===== config.mk =====
export PLATFORM = sky130hd
export DESIGN_NAME = rgb_linear_fade_generator
export DESIGN_NICKNAME = d
export VERILOG_FILES = /design/src/sv/rlf_pkg.sv /design/src/sv/rgb_linear_fade_generator.sv /design/src/sv/rlf_datapath.sv /design/src/sv/rlf_ctrl.sv
export VERILOG_INCLUDE_DIRS = /design/src /design/src/sv
export SDC_FILE = /design/constraint.sdc
export NUM_CORES = 1
export LEC_CHECK = 0
export BUFFER_PORTS_ARGS = -buffer_cell sky130_fd_sc_hd__buf_2
export CAP_MARGIN = 20
export CORE_MARGIN = 2
export CORE_UTILIZATION = 30
export CTS_BUF_LIST = sky130_fd_sc_hd__clkbuf_4 sky130_fd_sc_hd__clkbuf_8
export DETAILED_ROUTE_END_ITERATION = 16
export HOLD_SLACK_MARGIN = 0.12
export PLACE_DENSITY = 0.54
export SETUP_SLACK_MARGIN = 0.1
export SYNTH_ARGS = -nofsm -noshare
export SYNTH_HDL_FRONTEND = slang
export SYNTH_SLANG_ARGS = --single-unit
export TNS_END_PERCENT = 10

===== constraint.sdc =====
create_clock -name clk -period 4 [get_ports clk]
set_input_delay 0.4 -clock clk [delete_from_list [all_inputs] [get_ports clk]]
set_output_delay 0.4 -clock clk [all_outputs]
set_load 0.02 [all_outputs]

===== src/sv/assert_macros.svh =====
// Assertion macros used by the top level of the fade generator.
`ifndef ASSERT_MACROS_SVH
`define ASSERT_MACROS_SVH

// Same-cycle implication, disabled during reset.
`define AST_IMPLY(label, clk, rst_n, ante, cons) \
  label: assert property (@(posedge clk) disable iff (!rst_n) (ante) |-> (cons)) \
    else $error("assertion failed: implication");

// Next-cycle implication, disabled during reset.
`define AST_NEXT(label, clk, rst_n, ante, cons) \
  label: assert property (@(posedge clk) disable iff (!rst_n) (ante) |=> (cons)) \
    else $error("assertion failed: next-cycle implication");

`endif


===== src/sv/rlf_pkg.sv =====
// Types and constants of the RGB linear fade generator.
package rlf_pkg;

  localparam int COL_W  = 8;
  localparam int REM_W  = COL_W + 1;
  localparam int FADE_W = 7;
  localparam int NUM_CH = 3;
  localparam int BIT_W  = $clog2(COL_W);

  localparam logic [FADE_W-1:0] FADE_STEPS_RESET = 7'd17;

  typedef logic [1:0] ch_t;
  localparam ch_t CH_RED   = 2'd0;
  localparam ch_t CH_GREEN = 2'd1;
  localparam ch_t CH_BLUE  = 2'd2;

  typedef struct packed {
    logic [COL_W-1:0] start_red;
    logic [COL_W-1:0] start_green;
    logic [COL_W-1:0] start_blue;
    logic [COL_W-1:0] target_red;
    logic [COL_W-1:0] target_green;
    logic [COL_W-1:0] target_blue;
  } in_t;

  typedef struct packed {
    logic [COL_W-1:0] out_red;
    logic [COL_W-1:0] out_green;
    logic [COL_W-1:0] out_blue;
    logic             last_step;
  } out_t;

  // Commands from the controller to the datapath.
  typedef struct packed {
    logic load;
    logic div_init;
    logic div_step;
    logic apply;
    logic out_load;
    ch_t  ch;
  } cmd_t;

  // Status from the datapath to the controller.
  typedef struct packed {
    logic out_full;
    logic last;
  } sts_t;

endpackage


===== src/sv/rgb_linear_fade_generator.sv =====
// Top level of the RGB linear fade generator: configuration register, controller, datapath.
// Each accepted transfer yields N result transfers, N being fade_steps clamped to 1..MAX_STEPS.
// Every step takes the three channels in turn through the shared bit-serial divider: set-up,
// one iteration per colour bit and an update each, then the output register is filled once it is free.
// The next input is taken once the last step has been handed to the output register.
// Reset (synchronous, active low) returns to idle, empties the output and sets fade_steps to 17.
`include "assert_macros.svh"

module rgb_linear_fade_generator #(
  parameter int MAX_STEPS = 64
) (
  input  logic                          clk,
  input  logic                          rst_n,
  input  logic                          in_valid,
  output logic                          in_stall,
  input  rlf_pkg::in_t                  in_data,
  output logic                          out_valid,
  input  logic                          out_stall,
  output rlf_pkg::out_t                 out_data,
  input  logic                          cfg_we,
  input  logic [rlf_pkg::FADE_W-1:0]    cfg_wdata
);

  localparam int STEP_W = $clog2(MAX_STEPS + 1);

  logic [rlf_pkg::FADE_W-1:0] fade_steps_r;
  logic [rlf_pkg::FADE_W-1:0] n_clamp;
  logic [STEP_W-1:0]          n_eff;
  rlf_pkg::cmd_t              cmd;
  rlf_pkg::sts_t              sts;

  // The user must write the fade length register only while the block is idle; the block does not enforce this.
  always_ff @(posedge clk) begin
    if (!rst_n) begin
      fade_steps_r <= rlf_pkg::FADE_STEPS_RESET;
    end else if (cfg_we) begin
      fade_steps_r <= cfg_wdata;
    end
  end

  // A length of zero means a single step straight to the target; an
  // over-long setting is limited to the longest fade the counter supports.
  always_comb begin
    if (fade_steps_r == '0) begin
      n_clamp = rlf_pkg::FADE_W'(1);
    end else if (fade_steps_r > rlf_pkg::FADE_W'(MAX_STEPS)) begin
      n_clamp = rlf_pkg::FADE_W'(MAX_STEPS);
    end else begin
      n_clamp = fade_steps_r;
    end
  end
  assign n_eff = STEP_W'(n_clamp);

  // The controller steps through the divisions; the datapath holds the
  // colours, the signed remaining differences and the shared divider.
  rlf_ctrl u_ctrl (
    .clk      (clk),
    .rst_n    (rst_n),
    .in_valid (in_valid),
    .in_stall (in_stall),
    .sts      (sts),
    .cmd      (cmd)
  );

  rlf_datapath #(
    .MAX_STEPS (MAX_STEPS),
    .STEP_W    (STEP_W)
  ) u_datapath (
    .clk       (clk),
    .rst_n     (rst_n),
    .cmd       (cmd),
    .sts       (sts),
    .in_data   (in_data),
    .n_eff     (n_eff),
    .out_valid (out_valid),
    .out_stall (out_stall),
    .out_data  (out_data)
  );

  // Once a fade has started the block is busy in the next cycle.
  `AST_NEXT(a_busy_after_load, clk, rst_n, in_valid && !in_stall, in_stall)
  // A result held back by the receiver stays valid and unchanged.
  `AST_NEXT(a_out_hold, clk, rst_n, out_valid && out_stall, out_valid && $stable(out_data))
  // The effective fade length always lies within the supported range.
  `AST_IMPLY(a_len_range, clk, rst_n, 1'b1, (n_eff != '0) && (n_eff <= STEP_W'(MAX_STEPS)))

endmodule


===== src/sv/rlf_datapath.sv =====
// Datapath of the fade generator: colour and difference registers, divider, output register.
module rlf_datapath #(
  parameter int MAX_STEPS = 64,
  parameter int STEP_W    = $clog2(MAX_STEPS + 1)
) (
  input  logic                  clk,
  input  logic                  rst_n,
  input  rlf_pkg::cmd_t         cmd,
  output rlf_pkg::sts_t         sts,
  input  rlf_pkg::in_t          in_data,
  input  logic [STEP_W-1:0]     n_eff,
  output logic                  out_valid,
  input  logic                  out_stall,
  output rlf_pkg::out_t         out_data
);

  logic        [rlf_pkg::COL_W-1:0] col_r [rlf_pkg::NUM_CH];
  logic signed [rlf_pkg::REM_W-1:0] rem_r [rlf_pkg::NUM_CH];
  logic        [STEP_W-1:0]         left_r;
  logic        [rlf_pkg::COL_W-1:0] mag_r;
  logic        [STEP_W-1:0]         pr_r;
  logic                             neg_r;
  logic                             out_valid_r;
  rlf_pkg::out_t                    out_r;

  logic        [STEP_W:0]           trial;
  logic        [STEP_W:0]           diff;
  logic                             qbit;
  logic signed [rlf_pkg::REM_W-1:0] rem_sel;
  logic signed [rlf_pkg::REM_W-1:0] delta;

  // One restoring division step: bring down the next dividend bit.
  assign trial   = {pr_r, mag_r[rlf_pkg::COL_W-1]};
  assign diff    = trial - {1'b0, left_r};
  assign qbit    = (trial >= {1'b0, left_r});
  assign rem_sel = rem_r[cmd.ch];
  assign delta   = neg_r ? -$signed({1'b0, mag_r}) : $signed({1'b0, mag_r});

  always_ff @(posedge clk) begin
    if (cmd.load) begin
      col_r[rlf_pkg::CH_RED]   <= in_data.start_red;
      col_r[rlf_pkg::CH_GREEN] <= in_data.start_green;
      col_r[rlf_pkg::CH_BLUE]  <= in_data.start_blue;
      rem_r[rlf_pkg::CH_RED]   <= $signed({1'b0, in_data.target_red})
                                  - $signed({1'b0, in_data.start_red});
      rem_r[rlf_pkg::CH_GREEN] <= $signed({1'b0, in_data.target_green})
                                  - $signed({1'b0, in_data.start_green});
      rem_r[rlf_pkg::CH_BLUE]  <= $signed({1'b0, in_data.target_blue})
                                  - $signed({1'b0, in_data.start_blue});
      left_r <= n_eff;
    end
    if (cmd.div_init) begin
      neg_r <= rem_sel[rlf_pkg::REM_W-1];
      mag_r <= rem_sel[rlf_pkg::REM_W-1] ? rlf_pkg::COL_W'(-rem_sel)
                                         : rlf_pkg::COL_W'(rem_sel);
      pr_r  <= '0;
    end
    if (cmd.div_step) begin
      pr_r  <= qbit ? diff[STEP_W-1:0] : trial[STEP_W-1:0];
      mag_r <= {mag_r[rlf_pkg::COL_W-2:0], qbit};
    end
    if (cmd.apply) begin
      col_r[cmd.ch] <= col_r[cmd.ch] + delta[rlf_pkg::COL_W-1:0];
      rem_r[cmd.ch] <= rem_r[cmd.ch] - delta;
    end
    if (cmd.out_load) begin
      out_r.out_red   <= col_r[rlf_pkg::CH_RED];
      out_r.out_green <= col_r[rlf_pkg::CH_GREEN];
      out_r.out_blue  <= col_r[rlf_pkg::CH_BLUE];
      out_r.last_step <= (left_r == STEP_W'(1));
      left_r          <= left_r - STEP_W'(1);
    end
  end

  always_ff @(posedge clk) begin
    if (!rst_n) begin
      out_valid_r <= 1'b0;
    end else if (cmd.out_load) begin
      out_valid_r <= 1'b1;
    end else if (!out_stall) begin
      out_valid_r <= 1'b0;
    end
  end

  assign sts.out_full = out_valid_r && out_stall;
  assign sts.last     = (left_r == STEP_W'(1));
  assign out_valid    = out_valid_r;
  assign out_data     = out_r;

endmodule


===== src/sv/rlf_ctrl.sv =====
// Controller of the fade generator: sequences load, divisions, updates and output.
module rlf_ctrl (
  input  logic          clk,
  input  logic          rst_n,
  input  logic          in_valid,
  output logic          in_stall,
  input  rlf_pkg::sts_t sts,
  output rlf_pkg::cmd_t cmd
);

  typedef enum logic [2:0] {S_IDLE, S_INIT, S_DIV, S_APPLY, S_EMIT} state_t;

  state_t                     state_r;
  rlf_pkg::ch_t               ch_r;
  logic [rlf_pkg::BIT_W-1:0]  bit_r;

  always_ff @(posedge clk) begin
    if (!rst_n) begin
      state_r <= S_IDLE;
      ch_r    <= rlf_pkg::CH_RED;
      bit_r   <= '0;
    end else begin
      unique case (state_r)
        S_IDLE: begin
          if (in_valid) begin
            state_r <= S_INIT;
            ch_r    <= rlf_pkg::CH_RED;
          end
        end
        S_INIT: begin
          state_r <= S_DIV;
          bit_r   <= '0;
        end
        S_DIV: begin
          bit_r <= bit_r + rlf_pkg::BIT_W'(1);
          if (bit_r == rlf_pkg::BIT_W'(rlf_pkg::COL_W - 1)) begin
            state_r <= S_APPLY;
          end
        end
        S_APPLY: begin
          if (ch_r == rlf_pkg::CH_BLUE) begin
            state_r <= S_EMIT;
          end else begin
            ch_r    <= ch_r + rlf_pkg::ch_t'(1);
            state_r <= S_INIT;
          end
        end
        S_EMIT: begin
          if (!sts.out_full) begin
            ch_r    <= rlf_pkg::CH_RED;
            state_r <= sts.last ? S_IDLE : S_INIT;
          end
        end
        default: state_r <= S_IDLE;
      endcase
    end
  end

  assign in_stall     = (state_r != S_IDLE);
  assign cmd.load     = (state_r == S_IDLE) && in_valid;
  assign cmd.div_init = (state_r == S_INIT);
  assign cmd.div_step = (state_r == S_DIV);
  assign cmd.apply    = (state_r == S_APPLY);
  assign cmd.out_load = (state_r == S_EMIT) && !sts.out_full;
  assign cmd.ch       = ch_r;

endmodule


# [Word-level counts from Yosys, hierarchy flattened]
# Memories as Yosys holds them, arrays and structs flattened. A register that Yosys moved wholly into a read port is not among the register bits.
# Cells that the tools add are included.
[word_totals] regBits=40 ramBits=51 in_bits=60 out_inout_bits=27 mem_count=2
[classes] addsub=11 n_lt_le_gt_ge=2 n_eq_ne=12 muxes=38 n_reduce_logical=14
[mem_list] name="u_datapath.rem_r" depth=3 word_bits=9 read_ports=1 rd_clocked_by_memory_dff=1 wr=3 line_no="rlf_datapath.sv:18" text="logic signed [rlf_pkg::REM_W-1:0] rem_r [rlf_pkg::NUM_CH];"
[mem_list] name="u_datapath.col_r" depth=3 word_bits=8 read_ports=4 rd_clocked_by_memory_dff=4 wr=3 line_no="rlf_datapath.sv:17" text="logic [rlf_pkg::COL_W-1:0] col_r [rlf_pkg::NUM_CH];"
[op_table] operator="two-way mux 7 bit" n=7
[op_table] operator="two-way mux 8 bit" n=4
[op_table] operator="subtractor 8 x 8 -> 9 bit" n=3
[op_table] operator="two-way mux 2 bit" n=9
[op_table] operator="two-way mux 9 bit" n=2
[op_table] operator="one-hot mux 3 bit (5 select lines)" n=1
[op_table] operator="two-way mux 3 bit" n=4
[op_table] operator="two-way mux 1 bit" n=9
[op_table] operator="negator 8 -> 9 bit" n=1
[op_table] operator="OR reduction 9 bit" n=1
[op_table] operator="subtractor 9 bit" n=1
[op_table] operator="adder 8 bit" n=1
[op_table] operator=">= comparator 8 x 7 -> 1 bit" n=1
[op_table] operator="negator 8 bit" n=1
[op_table] operator="OR reduction 8 bit" n=1
[op_table] operator="equality test 7 x 1 -> 1 bit (second input constant)" n=1
[op_table] operator="greater-than comparator 7 bit (second input constant)" n=1
[op_table] operator="zero test 7 bit" n=1
[op_table] operator="subtractor 7 x 1 -> 7 bit (second input constant)" n=1
[op_table] operator="subtractor 7 bit" n=1
[op_table] operator="equality test 3 x 2 -> 1 bit (second input constant)" n=2
[op_table] operator="equality test 3 bit (second input constant)" n=2
[op_table] operator="!= test 2 bit (second input constant)" n=3
[op_table] operator="one-hot mux 2 bit (3 select lines)" n=1
[op_table] operator="13 further kinds" n=18

# [Logic depth before layout (Yosys ltp)]
[depth] ltp_word=5 depth_mapped=13 ltp_nobuf=13

# [Hierarchy]
# From an unflattened synthesis, not the netlist that was laid out.
[unflattened] hier_cells=717 hier_area_um2=7985.2
[by_module_without_submodules] module="rlf_datapath" n_inst=1 cells_per_inst=632 area_per_inst_um2=7195.7 seq_area_each_um2=3503.4
[by_module_without_submodules] module="rlf_ctrl" n_inst=1 cells_per_inst=54 area_per_inst_um2=471.7 seq_area_each_um2=160.2
[by_module_without_submodules] module="rgb_linear_fade_generator" n_inst=1 cells_per_inst=31 area_per_inst_um2=317.8 seq_area_each_um2=140.1

# [Worst setup path after synthesis]
# Ideal clock, no wire load.
[synth_timing] kind="reg2reg" from="register (tool-made name)" to="memory u_datapath.rem_r[0][8] (netlist name), data pin" setup_time_ns=0.256 t_arrival_ns=2.826 setup_slack_ns=0.917 path_stages_with_launch=14 path_buffers=1 cell_sequence="dfxtp_1 buf_6 mux4_1 inv_1 ha_1 inv_1 fa_1 a21oi_1 nand2b_1 a221oi_2 o31ai_2 a31oi_2 xnor2_2 a22o_1"
[synth_lines] element="end, declared" line_no="rlf_datapath.sv:18"

==> summary.txt <==
YOSYS
------------------------------------------------------------------------------------------
Post-synthesis average cell area ............................................    10.9 um^2
Post-synthesis sequential area ratio ........................................        48.7%
Post-synth top area share ...................................................        44.1%
Ys flop type ................................................................ sky130_fd_sc_hd__edfxtp_1
Net count after synthesis ...................................................          846
Synthesized instance count ..................................................          727
Top cells by area in the synthesized netlist ................................ sky130_fd_sc_hd__edfxtp_1 (44%), sky130_fd_sc_hd__ha_1 (8.4%), sky130_fd_sc_hd__dfxtp_1 (4.6%)
Count of distinct cell types in the synthesized netlist .....................           56
Synth async-reset ratio .....................................................           0%
Netlist area before placement ...............................................    7900 um^2
Dominant cell type by area after synthesis .................................. sky130_fd_sc_hd__edfxtp_1
Count of flip-flops with a built-in enable after synthesis ..................          116
Yosys warnings ..............................................................            0
Total of flip-flops plus latches after synthesis ............................          134

CTS
------------------------------------------------------------------------------------------
Buffer depth of the longest clock path ......................................            2
Number of buffers inserted by post-CTS setup repair .........................            0
Count of hold-fix buffers inserted at cts ...................................            0
Cell at the root of the clock tree .......................................... sky130_fd_sc_hd__clkbuf_8
Clock tree from TritonCTS ...................................................          yes
Clock edge transition at the registers on the reported setup and hold paths .      0.08 ns
Htree depth .................................................................            4
Post-cts repair resize count ................................................            0
Total CTS buffers ...........................................................           17
Clock Latency Late Sink .....................................................      0.46 ns
CTS sink cnt ................................................................          134

FLOORPLAN
------------------------------------------------------------------------------------------
Starting density of the core ................................................        30.4%
Die height ..................................................................       166 um
Die Footprint ...............................................................   27600 um^2
FP Rows .....................................................................           59
I/O pin total ...............................................................           87
Core outline area ...........................................................   26000 um^2
X dimension of the die ......................................................       166 um

GLOBAL ROUTE
------------------------------------------------------------------------------------------
Grt ovf .....................................................................            0
Initial antenna violation count .............................................            0
Aggregate global-route resource usage .......................................        15.0%
Global-route wire length before repair ......................................      31.8 mm
Largest net degree at the start of global routing ...........................           26
Vias in the first global route ..............................................         5616

PLACE
------------------------------------------------------------------------------------------
Cell total after placement ..................................................         1132
Final weighted congestion of routability-driven global placement ............        0.866
Port buffer count ...........................................................           86
Estimated wirelength of the detail-placed design ............................      15.4 mm

CELLS AND AREA
------------------------------------------------------------------------------------------
Antenna diode count .........................................................            0
Final Core Density ..........................................................        35.1%
Layout Nets .................................................................          935
Relative area change from synthesis to final layout .........................        15.4%
Fraction of layout instances using a drive strength above 1 .................        17.6%
Number of fill cells ........................................................         2658
Final instance count without filler cells ...................................         1163

ROUTING
------------------------------------------------------------------------------------------
Number of design rule violations left after detail routing ..................            0
Routed Wire Length ..........................................................      20.4 mm
Number of vias per cell .....................................................         4.88
Initial DRT Pass Iterations .................................................            5
Vias ........................................................................         5670
Per-cell routed wire length .................................................      17.5 um
Number of DRC violations after detailed-routing iteration 0 .................          522
Remaining number of nets flagged by the antenna check after routing .........            0

CRITICAL PATH
------------------------------------------------------------------------------------------
Endpoint required time on the critical path .................................      4.22 ns
Type of element launching the critical path .................................         flop
Arrival time reported for the critical path endpoint ........................      3.52 ns
Worst reg2reg path endpoint ................................................. u_datapath.rem_r[2][8]
Worst Setup Path Type ....................................................... flop to flop
Maximum fanout along the worst path .........................................            9
Number of cells on the worst reg-to-reg path ................................           10
Setup slack on the worst flop-to-flop path ..................................      0.69 ns
Capturing element type of the critical path .................................         flop

HOLD PATH
------------------------------------------------------------------------------------------
Hold Path Stages ............................................................            3
Origin of the worst min-delay path .......................................... cfg_wdata[4]
Endpoint with the worst hold slack .......................................... fade_steps_r[4]
Type of the tightest min-delay check ........................................ primary input to flop

STA
------------------------------------------------------------------------------------------
Period utilisation layout ...................................................        82.7%
Final setup skew ............................................................    0.0121 ns
Tmin final ..................................................................      3.31 ns
Achievable clock frequency ..................................................      302 MHz
Unrepaired setup endpoints after global routing .............................        false
Relative slew slack .........................................................        34.0%
Setup tns final .............................................................         0 ns
Final max-slew violation count ..............................................            0
Hold Violations, Final ......................................................            0
Tightest Pin Transition .....................................................     0.990 ns
# setup viols final .........................................................            0

FLOW RUN
------------------------------------------------------------------------------------------
Number of max-cap violations ................................................            0

POWER AND IR DROP
------------------------------------------------------------------------------------------
Maximum VDD drop ............................................................     0.309 mV
Pleak .......................................................................      3.73 nW
Cell Pwr Density ............................................................  620 nW/um^2

OUTCOME
------------------------------------------------------------------------------------------
Run status ..................................................................    completed

==> sequential cells by signal, indices dropped and copies added, names as in the netlist, named ones only <==
signal                count
fade_steps_r              7
u_datapath.out_valid      1
u_datapath.pr_r           7
u_datapath.out_data       1
u_datapath.neg_r          1
u_ctrl.bit_r              3
u_datapath.mag_r          8
u_datapath.rem_r         36
u_datapath.col_r         32
u_datapath.left_r         7
u_ctrl.state_r            3
out_data                 24
u_ctrl.ch_r               2
==> worst max-delay path: stages (launching register included) <==
cell	delay [ns]
sky130_fd_sc_hd__dfxtp_1	0.36
sky130_fd_sc_hd__buf_4	0.22
sky130_fd_sc_hd__mux4_1	0.68
sky130_fd_sc_hd__fa_1	0.49
sky130_fd_sc_hd__a21oi_1	0.21
sky130_fd_sc_hd__nand2b_1	0.11
sky130_fd_sc_hd__a221oi_2	0.26
sky130_fd_sc_hd__o31ai_2	0.14
sky130_fd_sc_hd__a31oi_2	0.24
sky130_fd_sc_hd__xnor2_2	0.13
sky130_fd_sc_hd__a22o_1	0.23
==> layout make-up <==
type | count | area, um^2 | share of cell area (%)
Multi-Input combinational cell | 489 | 3650 | 40.1
Timing Repair Buffer | 95 | 498 | 5.46
Sequential cell | 134 | 3840 | 42.1
Clock inverter | 14 | 174 | 1.91
Tap cell | 335 | 419 | 4.60
Clock buffer | 17 | 234 | 2.57
Inverter | 79 | 297 | 3.25
==> per-layer routing <==
metal | GRT usage [%] | part of all wire, % | vias to the layer above
met2 | 23.4 | 46 | 141
met1 | 21.4 | 48 | 2728
met5 | 0 | 0 | -
li1 | - | - | 2780
met3 | 2.65 | 4.2 | 21
met4 | 4.35 | 1.5 | 0
==> power by group <==
group	leakage, nW	total [mW]	switching, mW	internal, mW
logic	2.30	2.37	1.48	0.883
clock network	0.198	1.20	0.583	0.619
registers	1.23	2.08	0.164	1.92
==> through the flow <==
stage | setup WS [ns] | area (um^2) | total power [mW] | hold WS [ns]
after CTS | 0.681 | 9120 | 5.67 | 0.130
after global routing | 0.466 | 9120 | 6.05 | 0.162
after detailed placement | 0.694 | 8710 | 4.45 | 0.433
after global placement | 0.788 | 8710 | 4.44 | 0.428
after floorplan | 0.917 | 7900 | 3.78 | 0.421
final | 0.694 | 9120 | 5.65 | 0.145
==> cells in the final DEF, fill, tap and decap left out, types with 3 or more instances in the layout <==
cell and instances:
sky130_fd_sc_hd__edfxtp_1 116, sky130_fd_sc_hd__buf_2 86, sky130_fd_sc_hd__inv_1 79, sky130_fd_sc_hd__nand2_1 76
sky130_fd_sc_hd__o21ai_0 69, sky130_fd_sc_hd__ha_1 53, sky130_fd_sc_hd__xnor2_1 33, sky130_fd_sc_hd__nor2_1 32
sky130_fd_sc_hd__a21oi_1 30, sky130_fd_sc_hd__nor2b_1 24, sky130_fd_sc_hd__dfxtp_1 18, sky130_fd_sc_hd__clkbuf_8 17
sky130_fd_sc_hd__o31ai_1 14, sky130_fd_sc_hd__nand3_1 13, sky130_fd_sc_hd__mux4_2 13, sky130_fd_sc_hd__mux2i_1 12
sky130_fd_sc_hd__xor2_1 11, sky130_fd_sc_hd__a21boi_0 11, sky130_fd_sc_hd__buf_4 9, sky130_fd_sc_hd__and3_1 7
sky130_fd_sc_hd__nor3_1 7, sky130_fd_sc_hd__nand3b_1 7, sky130_fd_sc_hd__or3_1 7, sky130_fd_sc_hd__nand2b_1 7
sky130_fd_sc_hd__o21a_1 6, sky130_fd_sc_hd__fa_1 6, sky130_fd_sc_hd__mux4_1 4, sky130_fd_sc_hd__a22o_1 3
sky130_fd_sc_hd__and2_1 3, sky130_fd_sc_hd__nor3b_1 3, sky130_fd_sc_hd__o22ai_1 3, sky130_fd_sc_hd__a21o_1 3
sky130_fd_sc_hd__bufinv_16 3, sky130_fd_sc_hd__inv_6 3
==> synth_stat cells, drive strengths merged (6+ instances only) <==
library cell / count
o21a: 6
nand3b: 7
ha: 53
nand2b: 7
mux2i: 12
nor3: 7
mux4: 17
dfxtp: 18
nor2b: 24
clkbuf: 22
nor2: 32
xor2: 11
o21ai: 71
o31ai: 15
a21boi: 11
nand3: 13
nand2: 76
or3: 7
xnor2: 34
fa: 6
and3: 7
edfxtp: 116
inv: 79
a21oi: 30
==> worst max-delay path by stage <==
| stage | slack (ns) | startpoint | cells after the start | end |
|---|---|---|---|---|
| after floorplan | 0.92 | flop | 13 | u_datapath.rem_r[0][8] |
| after global placement | 0.79 | flop | 10 | u_datapath.rem_r[2][8] |
| after CTS | 0.68 | flop | 10 | u_datapath.rem_r[1][8] |
| after global routing | 0.47 | u_datapath.mag_r[0] | 13 | u_datapath.rem_r[1][8] |
| final | 0.69 | flop | 10 | u_datapath.rem_r[2][8] |
| after detailed placement | 0.69 | flop | 10 | u_datapath.rem_r[2][8] |
==> logic make-up after synthesis <==
kind of cell / after synthesis / share of synthesized area, %
and+or+nand+nor: 194 / 11.9
AOI/OAI and AO/OA: 162 / 12.8
DFF: 134 / 48.7
buffers and inverters: 104 / 5.08
adders and majority gates: 59 / 9.91
xor gates and xnor gates: 45 / 5.08
muxes: 29 / 6.56
(Power assumes the default switching activity.)
